`config.mk`:
```
export PLATFORM = sky130hd
export DESIGN_NAME = framed_packet_receiver_core
export DESIGN_NICKNAME = d
export VERILOG_FILES = /design/src/frp_pkg.sv /design/src/frp_parser.sv /design/src/frp_out_reg.sv /design/src/framed_packet_receiver_core.sv
export SDC_FILE = /design/constraint.sdc
export NUM_CORES = 1
export LEC_CHECK = 0
export BUFFER_PORTS_ARGS = -buffer_cell sky130_fd_sc_hd__buf_2
export CORE_MARGIN = 4
export CORE_UTILIZATION = 30
export CTS_CLUSTER_DIAMETER = 200
export DETAILED_ROUTE_END_ITERATION = 12
export GPL_TIMING_DRIVEN = 1
export SLEW_MARGIN = 20
export SYNTH_ARGS = -nofsm -noshare
export SYNTH_HDL_FRONTEND = slang
export SYNTH_SLANG_ARGS = --single-unit
```
`constraint.sdc`:
```
create_clock -name clk -period 4.8 [get_ports clk]
set_clock_uncertainty 0.05 [all_clocks]
set_input_delay 0.96 -clock clk [delete_from_list [all_inputs] [get_ports clk]]
set_output_delay 0.96 -clock clk [all_outputs]
set_load 0.01 [all_outputs]
```
`src/frp_pkg.sv`:
```
// shared types and constants for the framed packet receiver
package frp_pkg;

  localparam logic [7:0]  START_BYTE    = 8'h96;
  localparam logic [15:0] TIMEOUT_RESET = 16'd100;

  typedef enum logic {
    OP_BYTE = 1'b0,
    OP_TICK = 1'b1
  } op_t;

  typedef enum logic [1:0] {
    EV_NONE    = 2'd0,
    EV_PAYLOAD = 2'd1,
    EV_GOOD    = 2'd2,
    EV_BAD_SUM = 2'd3
  } event_t;

  typedef enum logic [2:0] {
    PH_HUNT = 3'd0,
    PH_ID   = 3'd1,
    PH_CMD  = 3'd2,
    PH_LEN  = 3'd3,
    PH_DATA = 3'd4,
    PH_SUM  = 3'd5
  } phase_t;

  typedef struct packed {
    logic       operation;
    logic [7:0] rx_byte;
  } in_item_t;

  typedef struct packed {
    logic [1:0] event_res;
    logic [7:0] payload_byte;
    logic [7:0] payload_index;
    logic [7:0] node_id;
    logic [7:0] command;
    logic [7:0] payload_length;
  } out_item_t;

endpackage

```
`src/frp_parser.sv`:
```
// frame parser: phase machine, gap counter, frame fields and checksum
module frp_parser #(
  parameter int MAX_PAYLOAD = 128
) (
  input  logic              clk,
  input  logic              rst,
  input  logic              accept,
  input  frp_pkg::in_item_t item,
  input  logic [15:0]       gap_timeout_ms,
  output logic              res_valid,
  output frp_pkg::out_item_t res
);

  frp_pkg::phase_t phase, phase_next;
  logic [15:0] gap_count, gap_count_next;
  logic [7:0]  frame_id, frame_id_next;
  logic [7:0]  frame_command, frame_command_next;
  logic [7:0]  frame_length, frame_length_next;
  logic [7:0]  payload_count, payload_count_next;
  logic [7:0]  running_sum, running_sum_next;

  logic [7:0]  len_fold [256];
  logic        is_byte;
  logic        timed_out;
  logic [7:0]  b;
  logic [7:0]  count_inc;
  frp_pkg::phase_t cur_phase;
  logic [1:0]  ev;
  logic [7:0]  pb;
  logic [7:0]  pi;

  // constant table for the length fold
  for (genvar i = 0; i < 256; i++) begin : g_fold
    assign len_fold[i] = 8'(i % MAX_PAYLOAD);
  end

  assign b         = item.rx_byte;
  assign is_byte   = accept && (item.operation == frp_pkg::OP_BYTE);
  assign timed_out = gap_count >= gap_timeout_ms;
  assign cur_phase = timed_out ? frp_pkg::PH_HUNT : phase;
  assign count_inc = payload_count + 8'd1;

  // next phase
  always_comb begin
    phase_next = phase;
    if (is_byte) begin
      unique case (cur_phase)
        frp_pkg::PH_HUNT: if (b == frp_pkg::START_BYTE) phase_next = frp_pkg::PH_ID;
                          else phase_next = frp_pkg::PH_HUNT;
        frp_pkg::PH_ID:   phase_next = frp_pkg::PH_CMD;
        frp_pkg::PH_CMD:  phase_next = frp_pkg::PH_LEN;
        frp_pkg::PH_LEN:  phase_next = (len_fold[b] == 8'd0) ? frp_pkg::PH_SUM
                                                             : frp_pkg::PH_DATA;
        frp_pkg::PH_DATA: phase_next = (count_inc >= frame_length) ? frp_pkg::PH_SUM
                                                                   : frp_pkg::PH_DATA;
        frp_pkg::PH_SUM:  phase_next = frp_pkg::PH_HUNT;
        default:          phase_next = frp_pkg::PH_HUNT;
      endcase
    end
  end

  // datapath updates and result
  always_comb begin
    gap_count_next     = gap_count;
    frame_id_next      = frame_id;
    frame_command_next = frame_command;
    frame_length_next  = frame_length;
    payload_count_next = payload_count;
    running_sum_next   = running_sum;
    ev = frp_pkg::EV_NONE;
    pb = 8'd0;
    pi = 8'd0;
    if (accept && item.operation == frp_pkg::OP_TICK) begin
      if (!timed_out) gap_count_next = gap_count + 16'd1;
    end else if (is_byte) begin
      gap_count_next = 16'd0;
      unique case (cur_phase)
        frp_pkg::PH_HUNT: begin
          if (b == frp_pkg::START_BYTE) begin
            running_sum_next   = 8'd0;
            payload_count_next = 8'd0;
          end
        end
        frp_pkg::PH_ID: begin
          frame_id_next    = b;
          running_sum_next = running_sum + b;
        end
        frp_pkg::PH_CMD: begin
          frame_command_next = b;
          frame_length_next  = 8'd0;
          running_sum_next   = running_sum + b;
        end
        frp_pkg::PH_LEN: begin
          frame_length_next  = len_fold[b];
          running_sum_next   = running_sum + b;
          payload_count_next = 8'd0;
        end
        frp_pkg::PH_DATA: begin
          ev = frp_pkg::EV_PAYLOAD;
          pb = b;
          pi = payload_count;
          running_sum_next   = running_sum + b;
          payload_count_next = count_inc;
        end
        frp_pkg::PH_SUM: begin
          ev = (running_sum == b) ? frp_pkg::EV_GOOD : frp_pkg::EV_BAD_SUM;
          payload_count_next = 8'd0;
        end
        default: ;
      endcase
    end
  end

  assign res_valid          = is_byte;
  assign res.event_res      = ev;
  assign res.payload_byte   = pb;
  assign res.payload_index  = pi;
  assign res.node_id        = frame_id_next;
  assign res.command        = frame_command_next;
  assign res.payload_length = frame_length_next;

  always_ff @(posedge clk) begin
    if (rst) begin
      phase         <= frp_pkg::PH_HUNT;
      gap_count     <= 16'd0;
      frame_id      <= 8'd0;
      frame_command <= 8'd0;
      frame_length  <= 8'd0;
      payload_count <= 8'd0;
      running_sum   <= 8'd0;
    end else begin
      phase         <= phase_next;
      gap_count     <= gap_count_next;
      frame_id      <= frame_id_next;
      frame_command <= frame_command_next;
      frame_length  <= frame_length_next;
      payload_count <= payload_count_next;
      running_sum   <= running_sum_next;
    end
  end

endmodule

```
`src/frp_out_reg.sv`:
```
// result register between the parser and the output channel
module frp_out_reg (
  input  logic               clk,
  input  logic               rst,
  input  logic               load,
  input  frp_pkg::out_item_t load_data,
  output logic               can_load,
  output logic               out_valid,
  input  logic               out_ready,
  output frp_pkg::out_item_t out_data
);

  logic full;

  assign can_load  = !full || out_ready;
  assign out_valid = full;

  always_ff @(posedge clk) begin
    if (rst) begin
      full <= 1'b0;
    end else if (load) begin
      full <= 1'b1;
    end else if (out_ready) begin
      full <= 1'b0;
    end
  end

  always_ff @(posedge clk) begin
    if (load) begin
      out_data <= load_data;
    end
  end

endmodule

```
`src/framed_packet_receiver_core.sv`:
```
// top level of the framed packet receiver
// Parses frames of start byte 0x96, node id, command, length, payload and an 8-bit
// additive checksum from a stream of transactions that carry either a received byte
// or a millisecond tick. Every byte transaction yields one result (none, payload byte
// with index, packet good, checksum mismatch); a tick yields none. Silence of at
// least gap_timeout_ms ticks before a byte restarts the start-byte hunt. One
// transaction is taken per cycle unless an untaken result blocks in_ready: the parser
// state updates in the accepting cycle and the result appears in the output register
// in the next cycle; a held result lets a new transaction in if it is taken that cycle.
module framed_packet_receiver_core #(
  parameter int MAX_PAYLOAD = 128
) (
  input  logic               clk,
  input  logic               rst,
  input  logic               in_valid,
  output logic               in_ready,
  input  frp_pkg::in_item_t  in_data,
  output logic               out_valid,
  input  logic               out_ready,
  output frp_pkg::out_item_t out_data,
  input  logic               cfg_wr_en,
  input  logic [15:0]        cfg_wr_data
);

  logic [15:0]        gap_timeout_ms;
  logic               accept;
  logic               res_valid;
  frp_pkg::out_item_t res;

  always_ff @(posedge clk) begin
    if (rst) begin
      gap_timeout_ms <= frp_pkg::TIMEOUT_RESET;
    end else if (cfg_wr_en) begin
      gap_timeout_ms <= cfg_wr_data;
    end
  end

  assign accept = in_valid && in_ready;

  frp_parser #(
    .MAX_PAYLOAD(MAX_PAYLOAD)
  ) u_parser (
    .clk            (clk),
    .rst            (rst),
    .accept         (accept),
    .item           (in_data),
    .gap_timeout_ms (gap_timeout_ms),
    .res_valid      (res_valid),
    .res            (res)
  );

  frp_out_reg u_out_reg (
    .clk       (clk),
    .rst       (rst),
    .load      (res_valid),
    .load_data (res),
    .can_load  (in_ready),
    .out_valid (out_valid),
    .out_ready (out_ready),
    .out_data  (out_data)
  );

  // an accepted byte always leaves a result waiting
  a_byte_gives_result: assert property (@(posedge clk) disable iff (rst)
    (accept && in_data.operation == frp_pkg::OP_BYTE) |=> out_valid)
    else $error("byte transaction produced no result");

  // a tick never creates a result
  a_tick_no_result: assert property (@(posedge clk) disable iff (rst)
    (accept && in_data.operation == frp_pkg::OP_TICK && !out_valid) |=> !out_valid)
    else $error("tick transaction produced a result");

  // payload index stays inside the folded length
  a_index_in_range: assert property (@(posedge clk) disable iff (rst)
    (out_valid && out_data.event_res == frp_pkg::EV_PAYLOAD)
      |-> (out_data.payload_index < out_data.payload_length))
    else $error("payload index beyond frame length");

  // payload fields are zero on non-payload results
  a_payload_zero: assert property (@(posedge clk) disable iff (rst)
    (out_valid && out_data.event_res != frp_pkg::EV_PAYLOAD)
      |-> (out_data.payload_byte == 8'd0 && out_data.payload_index == 8'd0))
    else $error("payload fields set on non-payload result");

endmodule
```
==> out/qor.tcl, run 1 <==
set qor(rsz0062_at_grt) {false}
set qor(path_clk_slew_ns) 0.06
set qor(port-buffer-count) 73
set qor(drt_iter0_drc) 229
set qor(post_synth_num_cell_types) 55
set qor(fp.dieW_um) 145.7
set qor(yosys.area.top_type_share) 0.2675
set qor(ff_latch_area_um2) 2783
set qor(mostFrequentLayoutCells) {dfxtp_1, buf_2, edfxtp_1, nand2_1, a21oi_1}
set qor(detailed_place_hpwl_um) 8950
set qor(post_drt_wl_per_cell_um) 14.70
set qor(mappedNetlistNets) 626
set qor(initial_utilization) 0.3040
set qor(final_area_um2) 6888
set qor(grt_start_max_net_pins) 42
set qor(fmax_ghz) 0.3107
set qor(largest_family_of_logic_cells_by_synthesized_area) {simple AND/OR/NAND/NOR gates}
set qor(multiInputGateArea_um2) 2670
set qor(drt_first_pass_iters) 4
set qor(worstHoldStart) {u_parser.frame_length[7]}
set qor(yosys.area_share.adder) 0.07613
set qor(synth_area_leaders) {dfxtp_1, edfxtp_1, ha_1, a21oi_1, nand2_1}
set qor(power.density_nw_per_um2) 367.4
set qor(synthCells) 562
set qor(synth_async_sr_flop_share) 0
set qor(worstRegToRegCells) 8
set qor(insertion_delay_ns) 0.41
set qor(mappedNetlistArea_um2) 5687
set qor(final.period_utilization) 0.6706
set qor(grt_overflow_total) 0
set qor(drcViolationCount) 0
set qor(postCtsSetupBuffers) 0
set qor(worst_hold_path_type) {flop to flop}
set qor(vdd_drop_max_mv) 0.2063
set qor(postSynthRegisterBits) 118
set qor(worst_r2r_startpoint) {u_parser.gap_count[11]}
set qor(worstMarginPinSlew_ns) 0.7204
set qor(critical_path.startpoint_type) {flop}
set qor(totalWireLength_um) 12940
set qor(report.final.slew_viol_count) 0
set qor(critical_path_peak_fanout) 17
set qor(basic_gate_share_of_the_synthesized_area_counting_and_or_nand_and_nor_cells) 0.1888
set qor(rows) 50
set qor(fin_nets) 697
set qor(cts_repair_resize_count) 0
set qor(run_status) {finished, final reports clean}
set qor(cts_tree) {done}
set qor(routed_via_density) 4.877
set qor(dp_slack_ns) 1.382
set qor(arrival_ns) 3.48
set qor(placed_area_um2) 6276
set qor(yosys_most_used_dff) {dfxtp_1}
set qor(layout-drive-gt1-share) 0.2059
set qor(syn-mean-instance-area_um2) 10.12
set qor(critical_path.startpoint) {u_parser.gap_count[11]}
set qor(slew-limit-headroom) 0.5073
set qor(finalSetupViolCount) 0
set qor(postCtsHoldBufs) 0
set qor(synth_edf_count) 42
set qor(tritoncts.num_buffers) 17
set qor(critical_path.endpoint_type) {flop}
set qor(power.static_leakage_uw) 0.002926
set qor(area_growth_syn_to_layout_pct) 21.12
set qor(fin_ws_ns) 1.581
set qor(yosysSeqAreaShare) 0.4893
set qor(route.antenna.remaining_nets) 0
set qor(timing_hold_violations_final) 0
set qor(fin_setup_tns_ns) 0
set qor(globalplace.congestion) 0.7643
set qor(cp_data_required_time_ns) 5.06
set qor(ctsRootBufferMaster) {clkbuf_16}
set qor(cap_violations) 0
set qor(cts.sinks) 118
set qor(grt_util_all_layers) 0.1282
set qor(core_region_area_um2) 18710
set qor(die_h_um) 145.7
set qor(yosys.area.top_type) {dfxtp_1}
set qor(layout.cells.most_common) {dfxtp_1}
set qor(synth_area_in_compound_gates) 0.1138
set qor(via_count_of_the_first_global_routing_pass) 4239
set qor(grt_pass1_wl_um) 21970
set qor(synthMuxAreaShare) 0.06161
set qor(htree_levels) 4
set qor(max-clock-path-buffers) 2
set qor(die_area_um2) 21220
set qor(antennaDiodeCount) 0
set qor(final.min_clock_period_ns) 3.219
set qor(routed-via-count) 4292
set qor(io-pin-count) 74
set qor(setup.worst_path.class) {flop to flop}
set qor(synth-xor-area-share) 0.02926
set qor(yosysWarningCount) 0
set qor(timing.hold.worst_path_depth) 2
set qor(filler_cell_count) 1882
set qor(grt_antenna_before_repair) 0
## flip-flops by register name (all words and copies together), names as in the netlist
register,flops
u_parser.frame_command,8
u_out_reg.out_data,42
u_parser.gap_count,16
u_parser.frame_length,8
u_parser.frame_id,8
u_parser.payload_count,8
gap_timeout_ms,16
u_out_reg.out_valid,1
u_parser.running_sum,8
u_parser.phase,3
## per-layer routing
| metal | track usage | share of wire |
|---|---|---|
| met3 | 0.03675 | 0.037 |
| met4 | 0.05556 | 0.017 |
| met2 | 0.1987 | 0.47 |
| met5 | 0 | 0 |
| met1 | 0.1673 | 0.48 |
## cell usage after synthesis, types with 9 or more instances
library cell / instances
inv_1: 31
mux2i_1: 14
ha_1: 33
o21ai_0: 28
nand2b_1: 10
a21oi_1: 40
xnor2_1: 14
nand4_1: 9
nor2_1: 34
and2_1: 18
nand3_1: 25
edfxtp_1: 42
dfxtp_1: 76
and3_1: 23
clkbuf_1: 22
nand2_1: 40
## logic make-up after synthesis
group	count (synthesis)
simple gates	198
xor+xnor	19
compound gates	104
buf+inv	59
flops	118
fa+ha+maj	34
mux	30
## worst paths after layout
check	endpoint	slack [ns]
worst max-delay path	u_parser.frame_id[2]	1.58
worst min-delay path	u_parser.frame_length[7]	0.43
worst max register to register	u_parser.frame_id[2]	1.58
worst min register to register	u_parser.frame_length[7]	0.43
## metrics by stage
stage | power, uW | hold slack (ns) | utilization | instances
after floorplan | 1180 | 0.4023 | - | 562
after global placement | 1238 | 0.4217 | 0.3355 | 848
after detailed placement | 1238 | 0.4306 | 0.3355 | 848
after CTS | 2561 | 0.4396 | 0.3682 | 880
after global routing | 2629 | 0.4482 | 0.3682 | 880
final | 2531 | 0.4338 | 0.3682 | 880
## layout make-up
type                       instances  share of cell area
clock buffer                      19             0.06285
timing repair buffer              79             0.05958
tap                              234             0.04251
multi-input combinational        385              0.3876
clock inverter                    13             0.02598
sequential                       118              0.4040
inverter                          32             0.01744
## power by group
part / total, uW / switching [uW] / internal [uW]
sequential: 1070 / 12.3 / 1060
clock: 1320 / 450 / 865
combinational: 143 / 90.9 / 52.3
## critical path, cell delays in order, from the launching register on
cell and delay [ns]:
dfxtp_1 0.42, ha_1 0.28, a21oi_1 0.13, o21ai_0 0.09, a21oi_1 0.46, nand3_4 0.28, or4_1 0.83, mux2_4 0.41
and2_1 0.15
No activity file was read; power rests on OpenSTA's default activity.
==> inputs of run 2 (changes only) <==
clock period = 2.6 ns   (was 4.8 ns; I/O delays follow)
==> out/qor.tcl, run 2 (same netlist as run 1, synthesis figures left out) <==
set qor(utilization) 0.4030
set qor(tritoncts.num_buffers) 17
set qor(grt_start_max_net_pins) 42
set qor(buffering_stage_count_on_the_worst_path_with_inverters_included) 1
set qor(mostFrequentLayoutCells) {buf_2, dfxtp_1, buf_4, edfxtp_1, nand2_1}
set qor(biggestRegsByFlops) {u_out_reg.out_data (42), gap_timeout_ms (16), u_parser.gap_count (16)}
set qor(fin_nets) 762
set qor(die_h_um) 145.7
set qor(timing_hold_violations_final) 0
set qor(report.final.slew_viol_count) 0
set qor(grt_pass1_wl_um) 22540
set qor(die_area_um2) 21220
set qor(power.density_nw_per_um2) 590.6
set qor(htree_levels) 4
set qor(vdd_drop_max_mv) 0.3860
set qor(area_growth_syn_to_layout_pct) 32.56
set qor(layout.cells.most_common) {buf_2}
set qor(multiInputGateArea_um2) 2863
set qor(ctsRootBufferMaster) {clkbuf_16}
set qor(insertion_delay_ns) 0.42
set qor(final_area_um2) 7538
set qor(timing.critical_path.slowest_stage_cell) {or4_4}
set qor(power.net_switching_uw) 1122
set qor(pwr-share-comb) 0.075
set qor(swShare) 0.2521
set qor(slew-limit-headroom) 0.6292
set qor(ff_latch_area_um2) 2795
set qor(cellInternalPower_uw) 3330
set qor(path_clk_slew_ns) 0.06
set qor(layout-drive-gt1-share) 0.3376
set qor(failed_checks) {negative setup slack}
set qor(fin_setup_tns_ns) -0.01118
set qor(initial_utilization) 0.3040
set qor(power.static_leakage_uw) 0.003247
set qor(final.period_utilization) 1.002
set qor(io-pin-count) 74
set qor(ordered_list_of_cells_on_the_worst_path) {inv_2 -> ha_4 -> nand2b_4 -> a2111oi_4 -> or4b_4 -> nand3_4 -> or4_4 -> mux2_4 -> and2_1}
set qor(globalplace.congestion) 0.7892
set qor(timing.critical_path.slowest_cell_delay_ns) 0.60
set qor(post_drt_wl_per_cell_um) 14.55
set qor(drcViolationCount) 0
set qor(fp.dieW_um) 145.7
set qor(worst_hold_path_type) {input pin to flop}
set qor(worst_hold_slack_ns) 0.2790
set qor(grt_antenna_before_repair) 0
set qor(totalWireLength_um) 13750
set qor(critical_path.startpoint_type) {flop}
set qor(finalPower_uw) 4452
set qor(cap_violations) 0
set qor(final.min_clock_period_ns) 2.604
set qor(detailed_place_hpwl_um) 9479
set qor(arrival_ns) 2.86
set qor(cp_delay_by_family_top) {simple AND/OR/NAND/NOR gates}
set qor(routed_via_density) 4.814
set qor(placed_area_um2) 6726
set qor(route.antenna.remaining_nets) 0
set qor(postCtsHoldBufs) 0
set qor(pwr-share-seq) 0.444
set qor(run_status) {finished with violations}
set qor(drt_first_pass_iters) 4
set qor(worstHoldStart) {cfg_wr_data[6]}
set qor(worstMarginPinSlew_ns) 0.5549
set qor(cts.sinks) 118
set qor(setup.worst_path.class) {flop to flop}
set qor(grt_overflow_total) 0
set qor(regMostFlops) {u_out_reg.out_data}
set qor(cts_tree) {done}
set qor(fin_ws_ns) -0.004259
set qor(critical_path.startpoint) {u_parser.gap_count[0]}
set qor(largest_reg_flops) 42
set qor(via_count_of_the_first_global_routing_pass) 4412
set qor(finalSetupViolCount) 5
set qor(filler_cell_count) 1849
set qor(grt_util_all_layers) 0.1310
set qor(port-buffer-count) 73
set qor(core_region_area_um2) 18710
set qor(drt_iter0_drc) 227
set qor(fmax_ghz) 0.3840
set qor(antennaDiodeCount) 0
set qor(worst_r2r_startpoint) {u_parser.gap_count[0]}
set qor(max-clock-path-buffers) 2
set qor(routed-via-count) 4549
set qor(cp_data_required_time_ns) 2.86
set qor(critical_path.endpoint_type) {flop}
set qor(rsz0062_at_grt) {true}
set qor(rows) 50
set qor(clock_power_share) 0.481
set qor(critical_path_peak_fanout) 6
[run 2: cell types whose count changed in the layout (fill, tap and decap cells not counted), moves of 6 or more]
cell and delta:
ha_4 +6, buf_6 +6, ha_1 -6, o21ai_0 -7
dfxtp_2 +10, dfxtp_1 -10, o21ai_1 +7, buf_4 +57
[run 2: path summary, 6_finish.rpt]
check / cells after the start / endpoint / slack (ns)
worst max-delay path: 9 / u_parser.frame_id[2] / -0.004
worst min-delay path: 3 / gap_timeout_ms[6] / 0.28
worst max register to register: 9 / u_parser.frame_id[2] / -0.004
worst min register to register: 2 / u_parser.frame_length[7] / 0.43
[run 2: timing repair]
item                                    in CTS  in global routing
endpoints found under the hold margin        0                  0
setup buffers                                4                  5
pin swaps                                    8                 18
endpoints found under the setup margin      53                 93
resized for setup                           20                 34
cloned                                       2                  1
[run 2: area by class of cell]
| cell class | count | area share |
|---|---|---|
| clock buffer | 17 | 0.05643 |
| clock inverter | 15 | 0.01577 |
| inverter | 32 | 0.01759 |
| multi-input combinational | 386 | 0.3798 |
| sequential | 118 | 0.3708 |
| tap | 234 | 0.03884 |
| timing repair buffer | 143 | 0.1208 |
[run 2: per-layer routing]
metal,track usage,vias to the layer above,routed length (um)
met3,0.03675,22,506
met4,0.04511,0,262
met2,0.2031,89,6342
met5,0,-,0
met1,0.1760,2125,6642
li1,-,2313,-
[run 2: power by group through the flow]
| stage | combinational, uW | clock (uW) | sequential, uW |
|---|---|---|---|
| floorplan | 158 | 0 | 2020 |
| global placement | 311 | 0 | 2010 |
| detailed placement | 314 | 0 | 2010 |
| CTS | 323 | 2200 | 1980 |
| global route | 370 | 2280 | 1980 |
| finish | 333 | 2140 | 1980 |
[run 2: worst reg2reg max path, delay by kind of cell (launching register included)]
family	cells	cell delay (ns)
simple gates	5	1.26
mux	1	0.34
flops	1	0.33
compound gates	1	0.28
fa+ha+maj	1	0.20
buf+inv	1	0.04
[run 2: through the flow]
stage | setup WS, ns | std cells
detailed placement | -0.09883 | 903
global placement | -0.07455 | 903
global route | -0.1072 | 945
finish | -0.004259 | 945
CTS | -0.03480 | 940
floorplan | 0.0004485 | 562
==> inputs of run 3 (changes only) <==
==> constraint.sdc (replaced) <==
create_clock -name clk -period 2.6 [get_ports clk]
set_clock_uncertainty 0.05 [all_clocks]
set_input_delay 0.39 -clock clk [delete_from_list [all_inputs] [get_ports clk]]
set_output_delay 0.39 -clock clk [all_outputs]
set_load 0.01 [all_outputs]
==> out/qor.tcl, run 3 (same netlist as run 1, synthesis figures left out) <==
set qor(timing.critical_path.slowest_stage_cell) {or4b_4}
set qor(port-buffer-count) 73
set qor(detailed_place_hpwl_um) 9667
set qor(layout-drive-gt1-share) 0.3748
set qor(via_count_of_the_first_global_routing_pass) 4440
set qor(antennaDiodeCount) 0
set qor(timing.critical_path.mode_cell) {and3_4}
set qor(critical_path.endpoint_type) {flop}
set qor(layout.cells.non_filler) 941
set qor(placed_area_um2) 6656
set qor(initial_utilization) 0.3040
set qor(max-clock-path-buffers) 2
set qor(globalplace.congestion) 0.8113
set qor(drt_iter0_drc) 298
set qor(rows) 50
set qor(htree_levels) 4
set qor(power.static_leakage_uw) 0.003249
set qor(grt_antenna_before_repair) 0
set qor(critical_path.startpoint_type) {flop}
set qor(cts.sinks) 118
set qor(fin_ws_ns) -0.08898
set qor(area_growth_syn_to_layout_pct) 36.63
set qor(grt_pass1_wl_um) 23120
set qor(mostFrequentLayoutCells) {buf_2, dfxtp_1, buf_4, edfxtp_1, nor2_1}
set qor(die_h_um) 145.7
set qor(routed-via-count) 4581
set qor(vdd_drop_max_mv) 0.4516
set qor(cp_delay_by_family_top) {simple AND/OR/NAND/NOR gates}
set qor(final.period_utilization) 1.034
set qor(cts_tree) {done}
set qor(die_area_um2) 21220
set qor(cp_data_required_time_ns) 2.72
set qor(drcViolationCount) 0
set qor(fmax_ghz) 0.3719
set qor(ctsRootBufferMaster) {clkbuf_16}
set qor(post_drt_wl_per_cell_um) 15.59
set qor(biggestRegsByFlops) {u_out_reg.out_data (42), gap_timeout_ms (16), u_parser.gap_count (16)}
set qor(worstMarginPinSlew_ns) 1.091
set qor(layout.cells.most_common) {buf_2}
set qor(ordered_list_of_cells_on_the_worst_path) {ha_4 -> nand4_1 -> nor3_2 -> or4b_4 -> and3_4 -> buf_4 -> and4_4 -> and3_4}
set qor(timing.critical_path.slowest_cell_delay_ns) 0.54
set qor(largest_reg_flops) 42
set qor(core_region_area_um2) 18710
set qor(drt_first_pass_iters) 5
set qor(failed_checks) {negative setup slack}
set qor(critical_path_peak_fanout) 13
set qor(fin_nets) 758
set qor(io-pin-count) 74
set qor(grt_util_all_layers) 0.1365
set qor(tritoncts.num_buffers) 17
set qor(fp.dieW_um) 145.7
set qor(grt_overflow_total) 0
set qor(power.density_nw_per_um2) 595.9
set qor(insertion_delay_ns) 0.42
set qor(grt_start_max_net_pins) 42
set qor(path_clk_slew_ns) 0.06
set qor(final.min_clock_period_ns) 2.689
set qor(rsz0062_at_grt) {true}
set qor(buffering_stage_count_on_the_worst_path_with_inverters_included) 1
set qor(dp_slack_ns) -0.1137
set qor(route.antenna.remaining_nets) 0
set qor(timing_hold_violations_final) 0
set qor(slew-limit-headroom) 0.2715
set qor(cap_violations) 0
set qor(final_area_um2) 7770
set qor(report.final.slew_viol_count) 0
set qor(regToRegSetupSlack_ns) -0.09
set qor(setup.worst_path.class) {flop to flop}
set qor(finalPower_uw) 4630
set qor(routed_via_density) 4.868
set qor(post-place-cells) 895
set qor(run_status) {finished with violations}
set qor(totalWireLength_um) 14670
set qor(worst_hold_path_type) {input pin to flop}
set qor(finalSetupViolCount) 47
set qor(arrival_ns) 2.81
set qor(regMostFlops) {u_out_reg.out_data}
## run 3: cell count changes in the layout (fill, tap and decap cells not counted), sizes merged
cell      previous run  this run
clkinvlp             5         2
buf                143       137
inv                 37        34
clkbuf              17        18
and4                 4         6
clkinv               5         8
bufinv               0         2
## run 3: worst paths after layout
kind	from	to	cells past startpoint
max	u_parser.gap_count[13]	u_out_reg.out_data[27]	8
min	cfg_wr_data[6]	gap_timeout_ms[6]	3
max reg2reg	u_parser.gap_count[13]	u_out_reg.out_data[27]	8
min reg2reg	u_parser.frame_length[7]	u_parser.frame_length[7]	2
## run 3: area by class of cell
cell class	instances	area [um^2]
fill	1753	10940
multi-input combinational	388	3097
sequential	118	2791
timing repair buffer	137	883.3
clock buffer	18	429.2
tap	234	292.8
clock inverter	14	151.4
inverter	32	125.1
## run 3: layer usage
metal  vias to the layer above  global-route usage  routed length [um]
li1                       2311                   -                   -
met1                      2157              0.1783                6824
met2                        94              0.2170                6918
met3                        19             0.03706                 682
met4                         0             0.05033                 244
met5                         -                   0                   0
## run 3: power by group
| group | internal, uW | total, uW | switching, uW |
|---|---|---|---|
| logic | 138 | 332 | 194 |
| clock network | 1420 | 2310 | 898 |
| registers | 1960 | 1980 | 27.1 |
## run 3: stage by stage
step	setup TNS, ns	util	hold WS, ns
floorplan	0	-	0.4023
global route	-9.297	0.4154	0.1501
finish	-1.938	0.4154	0.1436
CTS	-0.9299	0.3977	0.1312
detailed placement	-3.001	0.3559	0.4187
global placement	-1.255	0.3559	0.4148
## run 3: what timing repair did
| action | in CTS | in global routing |
|---|---|---|
| pin swaps | 29 | 39 |
| buffers inserted | 5 | 6 |
| hold buffers | 0 | 0 |
| setup endpoints to repair | 74 | 97 |
| cloned | 3 | 2 |
| gates resized for setup | 43 | 59 |
## run 3: worst min-delay path: stages
cell and delay, ns:
buf_2 0.07, nand2_1 0.05, o211ai_1 0.06
